<file path="config.mk">
export PLATFORM = sky130hd
export DESIGN_NAME = hall_period_average_speed_top
export DESIGN_NICKNAME = d
export VERILOG_FILES = /design/src/hdl/hpas_pkg.sv /design/src/hdl/hpas_addsub.sv /design/src/hdl/hpas_ring.sv /design/src/hdl/hall_period_average_speed_top.sv
export SDC_FILE = /design/constraint.sdc
export NUM_CORES = 1
export LEC_CHECK = 0
export BUFFER_PORTS_ARGS = -buffer_cell sky130_fd_sc_hd__clkbuf_2
export CORE_MARGIN = 10
export CORE_UTILIZATION = 55
export CTS_BUF_LIST = sky130_fd_sc_hd__clkbuf_8
export CTS_CLUSTER_DIAMETER = 200
export CTS_CLUSTER_SIZE = 30
export DETAILED_ROUTE_END_ITERATION = 10
export PLACE_DENSITY = 0.73
export RECOVER_POWER = 50
export SYNTH_ARGS = -nofsm -noshare
export SYNTH_HDL_FRONTEND = slang
export SYNTH_SLANG_ARGS = --single-unit
</file>
<file path="constraint.sdc">
create_clock -name i_clk -period 6.3 [get_ports i_clk]
set_clock_uncertainty 0.2 [all_clocks]
set_input_delay 0.315 -clock i_clk [delete_from_list [all_inputs] [get_ports i_clk]]
set_output_delay 0.315 -clock i_clk [all_outputs]
set_load 0.005 [all_outputs]
</file>
<file path="src/hdl/hpas_pkg.sv">
// Shared types and constants for the Hall period averaging speed block.
package hpas_pkg;

    // Field widths
    localparam int SCALE_W  = 24;
    localparam int PERIOD_W = 16;
    localparam int READ_W   = 20;
    localparam int OVF_BITS = 16;
    localparam int SUM_OUT_W = 23;

    // Defaults and limits
    localparam int RING_DEPTH_DEF = 8;
    localparam logic [SCALE_W-1:0] RESET_SCALE = 24'd65536;
    localparam logic [63:0] HOUR_FACTOR = 64'd360000000;
    localparam logic [3:0] STOP_OVERFLOWS = 4'd8;
    localparam logic signed [3:0] DIR_LIMIT = 4'sd5;
    localparam logic [30:0] SPEED_MAX = 31'h7FFF_FFFF;

    // Request codes
    localparam logic REQ_EDGE     = 1'b0;
    localparam logic REQ_OVERFLOW = 1'b1;

    // Input word
    typedef struct packed {
        logic                req_type;
        logic [PERIOD_W-1:0] period;
        logic                dir_pin;
    } t_in_word;

    // Output word
    typedef struct packed {
        logic signed [31:0]   speed;
        logic signed [3:0]    direction_level;
        logic [SUM_OUT_W-1:0] period_sum;
    } t_out_word;

    // Ring write request
    typedef struct packed {
        logic              push;
        logic [READ_W-1:0] reading;
    } t_push;

endpackage

</file>
<file path="src/hdl/hpas_addsub.sv">
// Shared adder/subtractor used by the multiply and divide sequences.
module hpas_addsub #(
    parameter int W = hpas_pkg::READ_W
) (
    input  logic [W-1:0] i_a,
    input  logic [W-1:0] i_b,
    input  logic         i_sub,
    output logic [W-1:0] o_y,
    output logic         o_co
);

    logic [W-1:0] w_b;
    logic [W:0]   w_res;

    // Invert and add one for subtract; carry out means a >= b
    assign w_b   = i_sub ? ~i_b : i_b;
    assign w_res = {1'b0, i_a} + {1'b0, w_b} + (W+1)'(i_sub);
    assign o_y   = w_res[W-1:0];
    assign o_co  = w_res[W];

endmodule

</file>
<file path="src/hdl/hpas_ring.sv">
// Ring of period readings with a running sum and per-entry valid bits.
module hpas_ring #(
    parameter int RING_DEPTH = hpas_pkg::RING_DEPTH_DEF,
    parameter int SW = hpas_pkg::READ_W + $clog2(RING_DEPTH)
) (
    input  logic            i_clk,
    input  logic            i_rst_n,
    input  hpas_pkg::t_push i_push,
    output logic [SW-1:0]   o_sum
);

    localparam int PTW = $clog2(RING_DEPTH);

    logic [hpas_pkg::READ_W-1:0] r_mem [RING_DEPTH];
    logic [hpas_pkg::READ_W-1:0] r_rd_data;
    logic                        r_rd_vld;
    logic [RING_DEPTH-1:0]       r_valid;
    logic [PTW-1:0]              r_ptr;
    logic [SW-1:0]               r_sum;

    logic [hpas_pkg::READ_W-1:0] w_old;
    logic [SW-1:0]               n_sum;
    logic [PTW-1:0]              n_ptr;

    // Write at the pointer; read the entry the next push replaces
    always_ff @(posedge i_clk) begin
        if (i_push.push) begin
            r_mem[r_ptr] <= i_push.reading;
        end
        r_rd_data <= r_mem[r_ptr];
    end

    // Entry never written reads as zero
    assign w_old = r_rd_vld ? r_rd_data : '0;
    assign n_sum = r_sum + SW'(i_push.reading) - SW'(w_old);
    assign n_ptr = (r_ptr == PTW'(RING_DEPTH - 1)) ? '0 : r_ptr + PTW'(1);

    // Advance pointer and sum on a push
    always_ff @(posedge i_clk) begin
        if (!i_rst_n) begin
            r_valid  <= '0;
            r_ptr    <= '0;
            r_sum    <= '0;
            r_rd_vld <= 1'b0;
        end else begin
            r_rd_vld <= r_valid[r_ptr];
            if (i_push.push) begin
                r_valid[r_ptr] <= 1'b1;
                r_ptr          <= n_ptr;
                r_sum          <= n_sum;
            end
        end
    end

    assign o_sum = r_sum;

endmodule

</file>
<file path="src/hdl/hall_period_average_speed_top.sv">
// Hall period averaging tachometer: event sequencer, multiply/divide datapath.
//
// Input channel (i_in_valid / o_in_stall / i_in_data) takes one event word:
// an edge with a captured period and the direction pin, or a timer overflow.
// Every event yields exactly one output word (o_out_valid / i_out_stall /
// o_out_data) with the speed, the direction counter and the period sum.
// The speed is wheel_scale * 360000000 * RING_DEPTH / (sum * 65536), built by
// a shift-add multiply (24 steps) and a restoring divide (one quotient bit
// per step) that share one adder/subtractor.
// Each event passes through an update state, a prepare state, the multiply
// steps, the divide steps and a done state that writes the output word once
// the register is free. With a zero period sum the speed is 0 and the
// multiply and divide are skipped. The next event can be taken in the
// cycle after the word is written.
// The block takes no event while one is in progress. A finished word waits in
// the output register while the receiver stalls; the next event is accepted
// meanwhile, and its word waits for the register to free.
// Reset (synchronous, active low) empties the ring, sets the direction to +5,
// clears the overflow count and sets wheel_scale to 65536. The user must write
// wheel_scale (i_cfg_valid / o_cfg_ready / i_cfg_data) only while idle; unchecked.
module hall_period_average_speed_top #(
    parameter int RING_DEPTH = hpas_pkg::RING_DEPTH_DEF
) (
    input  logic                         i_clk,
    input  logic                         i_rst_n,
    input  logic                         i_in_valid,
    output logic                         o_in_stall,
    input  hpas_pkg::t_in_word           i_in_data,
    output logic                         o_out_valid,
    input  logic                         i_out_stall,
    output hpas_pkg::t_out_word          o_out_data,
    input  logic                         i_cfg_valid,
    output logic                         o_cfg_ready,
    input  logic [hpas_pkg::SCALE_W-1:0] i_cfg_data
);

    localparam int SW = hpas_pkg::READ_W + $clog2(RING_DEPTH);
    localparam logic [63:0] K64 = hpas_pkg::HOUR_FACTOR * 64'(RING_DEPTH);
    localparam int KW = $clog2(K64 + 64'd1);
    localparam logic [KW-1:0] K = KW'(K64);
    localparam int PW = hpas_pkg::SCALE_W + KW;
    localparam int DW = PW - hpas_pkg::OVF_BITS;
    localparam int UW = (PW > SW + 1) ? PW : SW + 1;
    localparam int CW = $clog2(DW + 1);

    localparam logic [2:0] S_IDLE = 3'd0;
    localparam logic [2:0] S_UPD  = 3'd1;
    localparam logic [2:0] S_PREP = 3'd2;
    localparam logic [2:0] S_MUL  = 3'd3;
    localparam logic [2:0] S_DIV  = 3'd4;
    localparam logic [2:0] S_DONE = 3'd5;

    logic [2:0]                  r_state, n_state;
    logic [CW-1:0]               r_cnt, n_cnt;
    logic [PW-1:0]               r_acc, n_acc;
    logic [SW-1:0]               r_rem, n_rem;
    logic [hpas_pkg::SCALE_W-1:0] r_mplr, n_mplr;
    logic                        r_zero, n_zero;
    hpas_pkg::t_in_word          r_item, n_item;
    logic [3:0]                  r_ovf, n_ovf;
    logic signed [3:0]           r_dir, n_dir;
    logic [hpas_pkg::SCALE_W-1:0] r_scale;
    logic                        r_out_valid, n_out_valid;
    hpas_pkg::t_out_word         r_out, n_out;

    hpas_pkg::t_push             w_push;
    logic [SW-1:0]               w_sum;
    logic [UW-1:0]               w_a, w_b, w_y;
    logic                        w_sub, w_co;
    logic                        w_in_acc;
    logic                        w_out_free;
    logic [3:0]                  w_ovf_inc;
    logic signed [3:0]           w_dstep;
    logic [SW:0]                 w_rem_sh;
    logic [30:0]                 w_mag;
    logic [SW+hpas_pkg::SUM_OUT_W-1:0] w_sum_ext;

    hpas_ring #(
        .RING_DEPTH(RING_DEPTH),
        .SW        (SW)
    ) u_ring (
        .i_clk  (i_clk),
        .i_rst_n(i_rst_n),
        .i_push (w_push),
        .o_sum  (w_sum)
    );

    hpas_addsub #(
        .W(UW)
    ) u_addsub (
        .i_a  (w_a),
        .i_b  (w_b),
        .i_sub(w_sub),
        .o_y  (w_y),
        .o_co (w_co)
    );

    assign w_in_acc   = i_in_valid && !o_in_stall;
    assign w_out_free = !r_out_valid || !i_out_stall;
    assign w_ovf_inc  = r_ovf + 4'd1;
    assign w_rem_sh   = {r_rem, r_acc[DW-1]};

    // Feed the shared unit: shift-add while multiplying, trial subtract while dividing
    always_comb begin
        w_sub = (r_state == S_DIV);
        if (w_sub) begin
            w_a = UW'(w_rem_sh);
            w_b = UW'(w_sum);
        end else begin
            w_a = UW'({r_acc, 1'b0});
            w_b = r_mplr[hpas_pkg::SCALE_W-1] ? UW'(K) : '0;
        end
    end

    // Build the ring push on an edge or on the stop reading
    always_comb begin
        w_push.push    = 1'b0;
        w_push.reading = {r_ovf, r_item.period};
        if (r_state == S_UPD) begin
            if (r_item.req_type == hpas_pkg::REQ_EDGE) begin
                w_push.push = 1'b1;
            end else if (w_ovf_inc >= hpas_pkg::STOP_OVERFLOWS) begin
                w_push.push    = 1'b1;
                w_push.reading = {w_ovf_inc, hpas_pkg::OVF_BITS'(0)};
            end
        end
    end

    // Step direction, skip zero, saturate
    always_comb begin
        w_dstep = r_dir + (r_item.dir_pin ? 4'sd1 : -4'sd1);
        if (w_dstep == 4'sd0) begin
            w_dstep = r_item.dir_pin ? 4'sd1 : -4'sd1;
        end
        if (w_dstep > hpas_pkg::DIR_LIMIT) begin
            w_dstep = hpas_pkg::DIR_LIMIT;
        end
        if (w_dstep < -hpas_pkg::DIR_LIMIT) begin
            w_dstep = -hpas_pkg::DIR_LIMIT;
        end
    end

    // Saturate the quotient magnitude
    always_comb begin
        if (r_zero) begin
            w_mag = '0;
        end else if (|r_acc[DW-1:31]) begin
            w_mag = hpas_pkg::SPEED_MAX;
        end else begin
            w_mag = r_acc[30:0];
        end
    end

    assign w_sum_ext = {{hpas_pkg::SUM_OUT_W{1'b0}}, w_sum};

    // Sequencer
    always_comb begin
        n_state     = r_state;
        n_cnt       = r_cnt;
        n_acc       = r_acc;
        n_rem       = r_rem;
        n_mplr      = r_mplr;
        n_zero      = r_zero;
        n_item      = r_item;
        n_ovf       = r_ovf;
        n_dir       = r_dir;
        n_out_valid = r_out_valid;
        n_out       = r_out;

        if (r_out_valid && !i_out_stall) begin
            n_out_valid = 1'b0;
        end

        case (r_state)
            S_IDLE: begin
                if (w_in_acc) begin
                    n_item  = i_in_data;
                    n_state = S_UPD;
                end
            end
            S_UPD: begin
                if (r_item.req_type == hpas_pkg::REQ_EDGE) begin
                    n_ovf = '0;
                    n_dir = w_dstep;
                end else if (w_ovf_inc >= hpas_pkg::STOP_OVERFLOWS) begin
                    n_ovf = '0;
                end else begin
                    n_ovf = w_ovf_inc;
                end
                n_state = S_PREP;
            end
            S_PREP: begin
                n_zero  = (w_sum == '0);
                n_acc   = '0;
                n_mplr  = r_scale;
                n_cnt   = '0;
                n_state = (w_sum == '0) ? S_DONE : S_MUL;
            end
            S_MUL: begin
                n_acc  = w_y[PW-1:0];
                n_mplr = {r_mplr[hpas_pkg::SCALE_W-2:0], 1'b0};
                n_cnt  = r_cnt + CW'(1);
                if (r_cnt == CW'(hpas_pkg::SCALE_W - 1)) begin
                    n_acc   = w_y[PW-1:0] >> hpas_pkg::OVF_BITS;
                    n_rem   = '0;
                    n_cnt   = '0;
                    n_state = S_DIV;
                end
            end
            S_DIV: begin
                n_rem = w_co ? w_y[SW-1:0] : w_rem_sh[SW-1:0];
                n_acc = PW'({r_acc[DW-2:0], w_co});
                n_cnt = r_cnt + CW'(1);
                if (r_cnt == CW'(DW - 1)) begin
                    n_state = S_DONE;
                end
            end
            S_DONE: begin
                if (w_out_free) begin
                    n_out.speed           = r_dir[3] ? -$signed({1'b0, w_mag})
                                                     : $signed({1'b0, w_mag});
                    n_out.direction_level = r_dir;
                    n_out.period_sum      = w_sum_ext[hpas_pkg::SUM_OUT_W-1:0];
                    n_out_valid           = 1'b1;
                    n_state               = S_IDLE;
                end
            end
            default: begin
                n_state = S_IDLE;
            end
        endcase
    end

    // Control state
    always_ff @(posedge i_clk) begin
        if (!i_rst_n) begin
            r_state     <= S_IDLE;
            r_ovf       <= '0;
            r_dir       <= hpas_pkg::DIR_LIMIT;
            r_out_valid <= 1'b0;
            r_scale     <= hpas_pkg::RESET_SCALE;
        end else begin
            r_state     <= n_state;
            r_ovf       <= n_ovf;
            r_dir       <= n_dir;
            r_out_valid <= n_out_valid;
            if (i_cfg_valid && o_cfg_ready) begin
                r_scale <= i_cfg_data;
            end
        end
    end

    // Datapath
    always_ff @(posedge i_clk) begin
        r_cnt  <= n_cnt;
        r_acc  <= n_acc;
        r_rem  <= n_rem;
        r_mplr <= n_mplr;
        r_zero <= n_zero;
        r_item <= n_item;
        r_out  <= n_out;
    end

    assign o_in_stall  = (r_state != S_IDLE);
    assign o_out_valid = r_out_valid;
    assign o_out_data  = r_out;
    assign o_cfg_ready = 1'b1;

endmodule
</file>
==> summary.txt, run 1 <==
Synthesis
  • Most used DFF post-synth: edfxtp_1
  • Mapped Cells: 2149
  • Avg Cell Area, Syn: roughly 10 um2
  • Syn. warnings: 0
  • Post-synthesis cell area: ~0.023 mm2
  • Syn Nets: 2280
  • Unique masters post-synth: 95
  • Seq/Total Area, Yosys: around 54%
  • Synth Register Bits: approximately 440
  • EDFF count, synth: 346
  • Asr flop ratio synth: 0%

Routing
  • Wire per inst: 21.7 um
  • Detailed Routing Iterations Pass 1: 8
  • WL final: between 60000 and 70000 um
  • Post-DRT Antenna Nets: 0
  • Initial drt markers: approximately 1800
  • DR vias: approximately 17000
  • Drt drc: 0
  • Via density: roughly 6

Critical path
  • CP arrival: 5850 ps
  • CP Capture Type: register
  • Worst path cell trace: inv_1 > nor3_1 > buf_4 > nand2_1 > or2_2 > nand2_1 > fa_1 > inv_1 > fa_1 > a21o_1 > a21o_1 > a21oi_1 > o31ai_1 > a31o_2 > a41oi_1 > o21ai_0 > a211oi_1 > a31oi_1 > mux2i_1
  • R2R depth: 19
  • Data required, critical path: about 6700 ps
  • Reg2reg start: r_state[0]
  • Critical path's slowest cell: dfxtp_1
  • Crit-path max FO: 16
  • RR Endpoint: u_ring.o_sum[22]
  • Startpoint types: register
  • Critical setup path kind: reg2reg
  • Reg2reg setup slack: about 820 ps
  • Crit path largest cell delay: 600 ps

STA
  • TNS Setup: 0 ps
  • Final setup viols: 0
  • Final Max Tran Viols: about 250
  • RSZ-0062 raised after global routing: no
  • Hold slack: 190 ps
  • Max Clk Rate: 0.182 GHz
  • Final hold violation count: 0
  • Worst Tran Pin Value: 2600 ps
  • Final worst-path cycle share: 87.0%
  • Minimum clock period: ~5500 ps
  • PnR worst setup slack: between 800 and 900 ps
  • Max-slew headroom: -73.0%

Min path
  • Hold Crit Class: in2reg
  • HP Start: i_in_data[5]
  • Hold EP: r_item[5]
  • Hold Path Stages: 2

Placed design
  • DP HPWL: around 41000 um
  • IO buf count: 107
  • Worst slack, placed: between 900 and 1000 ps
  • Gp weighted congestion: roughly 0.94

CTS
  • Clk pin slew, worst setup/hold paths: about 170 ps
  • H-tree depth: 1
  • TritonCTS clock tree: done
  • Clock Tree Buf Depth: 3
  • Post-CTS Setup Inserts: 0
  • Post_cts resized: 0
  • Worst-Skew Late Latency: around 640 ps
  • CTS sink count: around 440
  • Clk root buf: clkbuf_8
  • Inserted Clock Buffers: 18

Global routing
  • Gr usage total: 23.4%
  • Number of antenna violations at the first check in global routing: 0
  • Vias in the first global route: 16441
  • GRT Residual Overflow: 0
  • Largest net degree at the start of global routing: 68
  • First-pass GRT wire length: a little over 90000 um

Power and ir drop
  • Cell Pwr Density: ~400 mW/mm2
  • Leak: ~9 nW
  • Maximum vdd drop: about 0.00027 V

Finish
  • Diode count: 0
  • Nets: 2370
  • Area grow syn2layout: 6.91%
  • Share of cells above drive strength 1: between 5 and 6%
  • Final Util: about three fifths

Status
  • Failing checks: capacitance limit, slew limit
  • Status: finished with violations

Die
  • Num rows: 74
  • I/O pin cnt: approximately 110
  • Initial Util: a little under three fifths
  • Core Region: just over 0.04 mm2
  • Die area: approximately 0.049 mm2
  • Die height: approximately 220 um
  • DIE WIDTH: 222 um

Run
  • # Max-Cap Violations: 7
[synthesized netlist by cell type, drive strengths merged, types with 9 or more instances]
master / instances / area share (%)
a21oi: 110 / 2.5
a22oi: 93 / 3.1
nor2: 215 / 3.6
nand2b: 12 / 0.37
o21ai: 121 / 2.7
nand2: 292 / 4.9
o21a: 23 / 0.77
dfxtp: 91 / 8.1
nor3b: 9 / 0.35
and3: 23 / 0.64
nand4: 39 / 1.1
buf: 25 / 0.67
nor3: 38 / 0.87
o21bai: 10 / 0.35
inv: 108 / 1.8
xnor2: 45 / 1.7
and2: 31 / 0.86
mux2i: 54 / 2.4
edfxtp: 346 / 46
nand3: 26 / 0.58
o211ai: 12 / 0.44
nor4: 19 / 0.56
a211oi: 12 / 0.40
o31ai: 11 / 0.37
ha: 62 / 3.4
fa: 22 / 2.0
xor2: 30 / 1.2
a21o: 21 / 0.71
clkbuf: 97 / 2.1
a31oi: 26 / 0.79
nor2b: 12 / 0.33
[metal layers]
layer  vias up  track usage [%]  wire length, um
li1       7969                -                -
met3       110             2.46             3700
met1      8215             30.3            24900
met2       622             40.1            29700
met4         0             7.96             1950
met5         -                0                0
[critical path, delay by kind of cell (launching register included)]
kind                     cells  cell delay [ps]
multiplexers                 1              200
adder cells (fa/ha/maj)      2              650
AO/OA/AOI/OAI                9             2160
AND/OR/NAND/NOR              4             1070
flip-flops                   1              600
buffers and inverters        3              520
[logic make-up (layout without fill, tap and decap cells)]
family	count (synthesis)	count (layout)	synth area share (%)
flops	437	437	54.2
simple gates	754	754	15.4
other cells	1	1	0.0166
mux	55	55	2.45
buf+inv	230	332	4.54
compound gates	513	513	15.1
xor+xnor	75	75	2.92
fa+ha+maj	84	84	5.40
[how the worst max path moves through the flow]
stage	startpoint	end	slack, ps	cells past startpoint
floorplan	r_state[0]	r_rem[20]	1590	21
global placement	r_state[0]	u_ring.o_sum[21]	1170	19
detailed placement	r_state[0]	u_ring.o_sum[22]	970	19
CTS	r_state[0]	u_ring.o_sum[22]	920	19
global route	r_state[0]	u_ring.o_sum[22]	460	19
finish	r_state[0]	u_ring.o_sum[22]	820	19
[cell type report]
type                    count  area (um2)
well taps                 532         666
inverters                 108         405
clock buffers              19         262
flip-flops and latches    437       12200
multi-input cells        1482        9330
repair buffers            192        1150
clock inverters            13        61.3
fillers                  3406       16600
[flip-flops by register name (all words and copies together), names as in the netlist]
register / cells
r_mplr: 24
u_ring.r_rd_vld: 1
o_out_valid: 1
r_acc: 55
r_state: 3
u_ring.o_sum: 23
u_ring.r_mem: 160
o_out_data: 59
r_dir: 4
r_zero: 1
r_item: 18
r_cnt: 6
u_ring.r_ptr: 3
u_ring.r_rd_data: 20
r_scale: 24
r_ovf: 4
u_ring.r_valid: 8
r_rem: 23
[repair_timing]
action                                  CTS  global route
endpoints found under the setup margin    0             0
hold buffers                             46             0
endpoints found under the hold margin    71             0
[through the flow]
stage	instances	power [mW]	instance area, um2
after global routing	2783	10.2	24100
after CTS	2783	9.56	24300
after detailed placement	2705	8.43	23500
final	2783	9.60	24100
after global placement	2705	8.32	23500
after floorplan	2149	7.24	22500
[layout by cell type (no fill, tap or decap), drive strengths merged, types with 9 or more instances in the layout]
master / instances
nand4: 39
mux2i: 54
nand2: 292
and2: 31
xnor2: 45
nor3b: 9
clkbuf: 142
o21a: 23
edfxtp: 346
dfxtp: 91
nor3: 38
dlygate4sd3: 46
nor2: 215
xor2: 30
a31oi: 26
a211oi: 12
o21ai: 121
nor2b: 12
fa: 22
o211ai: 12
a21oi: 110
a21o: 21
ha: 62
nand2b: 12
and3: 23
o21bai: 10
buf: 23
nor4: 19
a22oi: 93
nand3: 26
inv: 121
o31ai: 11
[where the power goes]
group	switching, mW	internal (mW)	total (mW)
registers	0.432	3.74	4.17
logic	2.74	1.56	4.30
clock network	0.846	0.293	1.14
total	4.02	5.59	9.60
Power figures use the tool's default switching activity.
==> run 2: changes to the inputs <==
--- a/config.mk
+++ b/config.mk
@@ -5,6 +5,7 @@
 export SDC_FILE = /design/constraint.sdc
 export NUM_CORES = 1
 export LEC_CHECK = 0
+export ABC_AREA = 1
 export BUFFER_PORTS_ARGS = -buffer_cell sky130_fd_sc_hd__clkbuf_2
 export CORE_MARGIN = 10
 export CORE_UTILIZATION = 55
@@ -12,6 +13,7 @@
 export CTS_CLUSTER_DIAMETER = 200
 export CTS_CLUSTER_SIZE = 30
 export DETAILED_ROUTE_END_ITERATION = 10
+export GPL_TIMING_DRIVEN = 0
 export PLACE_DENSITY = 0.73
 export RECOVER_POWER = 50
 export SYNTH_ARGS = -nofsm -noshare
==> summary.txt, run 2 <==
Critical path
  • Crit path largest cell delay: roughly 660 ps
  • Critical setup path kind: reg2reg
  • Data required, critical path: roughly 6500 ps
  • Worst path cell trace: nand2_1 > nor2_4 > buf_6 > clkbuf_1 > clkbuf_1 > nand2_1 > o21ai_0 > ha_1 > a21oi_1 > o21ai_0 > a21oi_1 > nand3_1 > xnor2_1 > nand2_1 > a21boi_2
  • Crit-path max FO: 10
  • Startpoint types: register
  • Crit path top cell by count: nand2_1
  • CP Capture Type: register
  • Critical path's slowest cell: xnor2_1
  • CP arrival: around 5800 ps

STA
  • PnR worst setup slack: about 780 ps
  • Max-slew headroom: -19.9%
  • Final hold violation count: 0
  • RSZ-0062 raised after global routing: no
  • Final worst-path cycle share: around 88%
  • Worst Tran Pin Value: ~1800 ps
  • Final Max Tran Viols: 55
  • Max Clk Rate: around 0.18 GHz
  • Final setup viols: 0
  • Minimum clock period: ~5500 ps
  • TNS Setup: 0 ps

Die
  • Core Region: ~0.043 mm2
  • Die area: roughly 0.052 mm2
  • Initial Util: ~55%
  • Num rows: 76
  • Die height: 228 um
  • I/O pin cnt: 109
  • DIE WIDTH: roughly 230 um

Placed design
  • DP HPWL: between 60000 and 70000 um
  • Dpl cell area: between 0.02 and 0.03 mm2
  • Worst slack, placed: about 970 ps
  • IO buf count: 106
  • Gp weighted congestion: approximately 1
  • Post-placement cell count: between 3000 and 4000

CTS
  • H-tree depth: 1
  • TritonCTS clock tree: done
  • Clk pin slew, worst setup/hold paths: around 190 ps
  • Clock Tree Buf Depth: 3
  • Worst-Skew Late Latency: around 670 ps
  • Post-CTS Setup Inserts: 0
  • Inserted Clock Buffers: 18
  • CTS sink count: approximately 440
  • Clk root buf: clkbuf_8

Synthesis
  • Unique masters post-synth: 60
  • Ranking of synthesized cells by area: edfxtp_1 (44%), nand2_1 (12%), dfxtp_1 (7.6%), inv_1 (5.8%), nand3_1 (4.3%)
  • EDFF count, synth: roughly 350
  • Syn. warnings: 0
  • Avg Cell Area, Syn: 8.60 um2
  • Post-synth top area share: between 40% and 50%
  • Syn Nets: 2905
  • Post-synthesis cell area: 0.0239 mm2
  • Yosys top cell by area: edfxtp_1
  • Mapped Cells: 2774
  • Asr flop ratio synth: 0%
  • Seq/Total Area, Yosys: between 50% and 60%
  • Most used DFF post-synth: edfxtp_1
  • Synth Register Bits: around 440
  • Synth top cells by count: nand2_1 (755), inv_1 (371), edfxtp_1 (346), nor2_1 (264), nand3_1 (203)
  • Most frequent cell after synthesis: nand2_1

Power and ir drop
  • Pwr Total: around 11 mW
  • Maximum vdd drop: around 0.00033 V
  • Cell Pwr Density: 419 mW/mm2
  • Leak: 11.2 nW

Routing
  • Wire per inst: about 22 um
  • DR vias: between 20000 and 25000
  • Via density: around 5.8
  • Drt drc: 0
  • WL final: 79400 um
  • Detailed Routing Iterations Pass 1: 6
  • Post-DRT Antenna Nets: 0
  • Initial drt markers: between 2000 and 2500

Status
  • Status: finished with violations
  • Failing checks: capacitance limit, slew limit

Run
  • # Max-Cap Violations: 4

Global routing
  • Met3 Usage GRT: between 4 and 5%
  • Met2 Use GR: 49.8%
  • GRT Residual Overflow: 0
  • Met1 Use GR: roughly two fifths
  • Number of antenna violations at the first check in global routing: 1
  • Busiest grt layer: met2
  • First-pass GRT wire length: 118000 um
  • Vias in the first global route: between 15000 and 20000
  • Gr usage total: 29.5%
  • Largest net degree at the start of global routing: just over 60

Finish
  • Share of cells above drive strength 1: between 4 and 5%
  • Area grow syn2layout: 9.20%
  • Commonest non-fill, non-tap cell in the layout: nand2_1
  • Top reg by flops: u_ring.r_mem
  • Most frequent cells in the layout: nand2_1 (755), inv_1 (387), edfxtp_1 (346)
  • Finished Layout Cells: 3570
  • Filler instances: between 3000 and 4000
  • Max reg flops: 160
  • Post-route cell area: roughly 0.026 mm2
  • Nets: ~3100

Min path
  • Hold Crit Class: in2reg
[run 2: worst max-delay path, delay by kind of cell, from the launching register on]
family | cells | cell delay, ps
DFF | 1 | 510
and+or+nand+nor | 5 | 1040
xor gates and xnor gates | 1 | 660
adders and majority gates | 1 | 360
buffers and inverters | 3 | 1370
AOI/OAI and AO/OA | 5 | 1170
[run 2: cell families after synthesis]
logic type	count (synthesis)	share of synthesized area (%)
other	1	0.0157
adder cells (fa/ha/maj)	84	5.10
flip-flops	437	51.2
AO/OA/AOI/OAI	372	9.71
buffers and inverters	472	7.75
AND/OR/NAND/NOR	1352	24.2
XOR/XNOR	56	2.06
[run 2: path summary, 6_finish.rpt]
| kind | cells after the start | slack (ps) | startpoint | end |
|---|---|---|---|---|
| worst min register to register | 2 | 240 | u_ring.r_mem[1][14] | u_ring.r_rd_data[14] |
| worst max register to register | 15 | 780 | r_state[2] | r_rem[20] |
| worst max-delay path | 15 | 780 | r_state[2] | r_rem[20] |
| worst min-delay path | 4 | 80 | i_cfg_valid | r_scale[10] |
[run 2: area by class of cell]
| type | count | area (um2) | area share (%) |
|---|---|---|---|
| well taps | 585 | 732 | 2.81 |
| repair buffers | 178 | 1150 | 4.41 |
| clock inverters | 13 | 61.3 | 0.235 |
| clock buffers | 19 | 262 | 1.00 |
| flip-flops and latches | 437 | 12200 | 46.9 |
| plain buffers | 89 | 407 | 1.56 |
| diodes | 1 | 2.50 | 0.00961 |
| multi-input cells | 1865 | 9790 | 37.6 |
| inverters | 383 | 1440 | 5.52 |
[run 2: stage by stage]
step / utilization, % / hold WS, ps
finish: 60.6 / 76.7
global route: 60.6 / 98.9
CTS: 61.2 / 37.0
detailed placement: 59.3 / 246
global placement: 58.4 / 230
floorplan: - / 206
[run 2: power by group]
part           switching [mW]  internal (mW)  leakage, nW  total, mW
registers               0.321           3.82         3.95       4.15
logic                    3.99           1.63         7.08       5.63
clock network           0.860          0.292        0.208       1.15
total                    5.17           5.75         11.2       10.9
[run 2: what timing repair did]
action                                 CTS  global route
endpoints found under the hold margin   63             0
gates resized for setup                  0             0
hold buffers                            51             0
[run 2: layer usage]
layer  up-vias  routed length (um)
li1       9582                   -
met1      9922               32200
met2      1037               38100
met3       158                6510
met4         0                2670
met5         -                   0
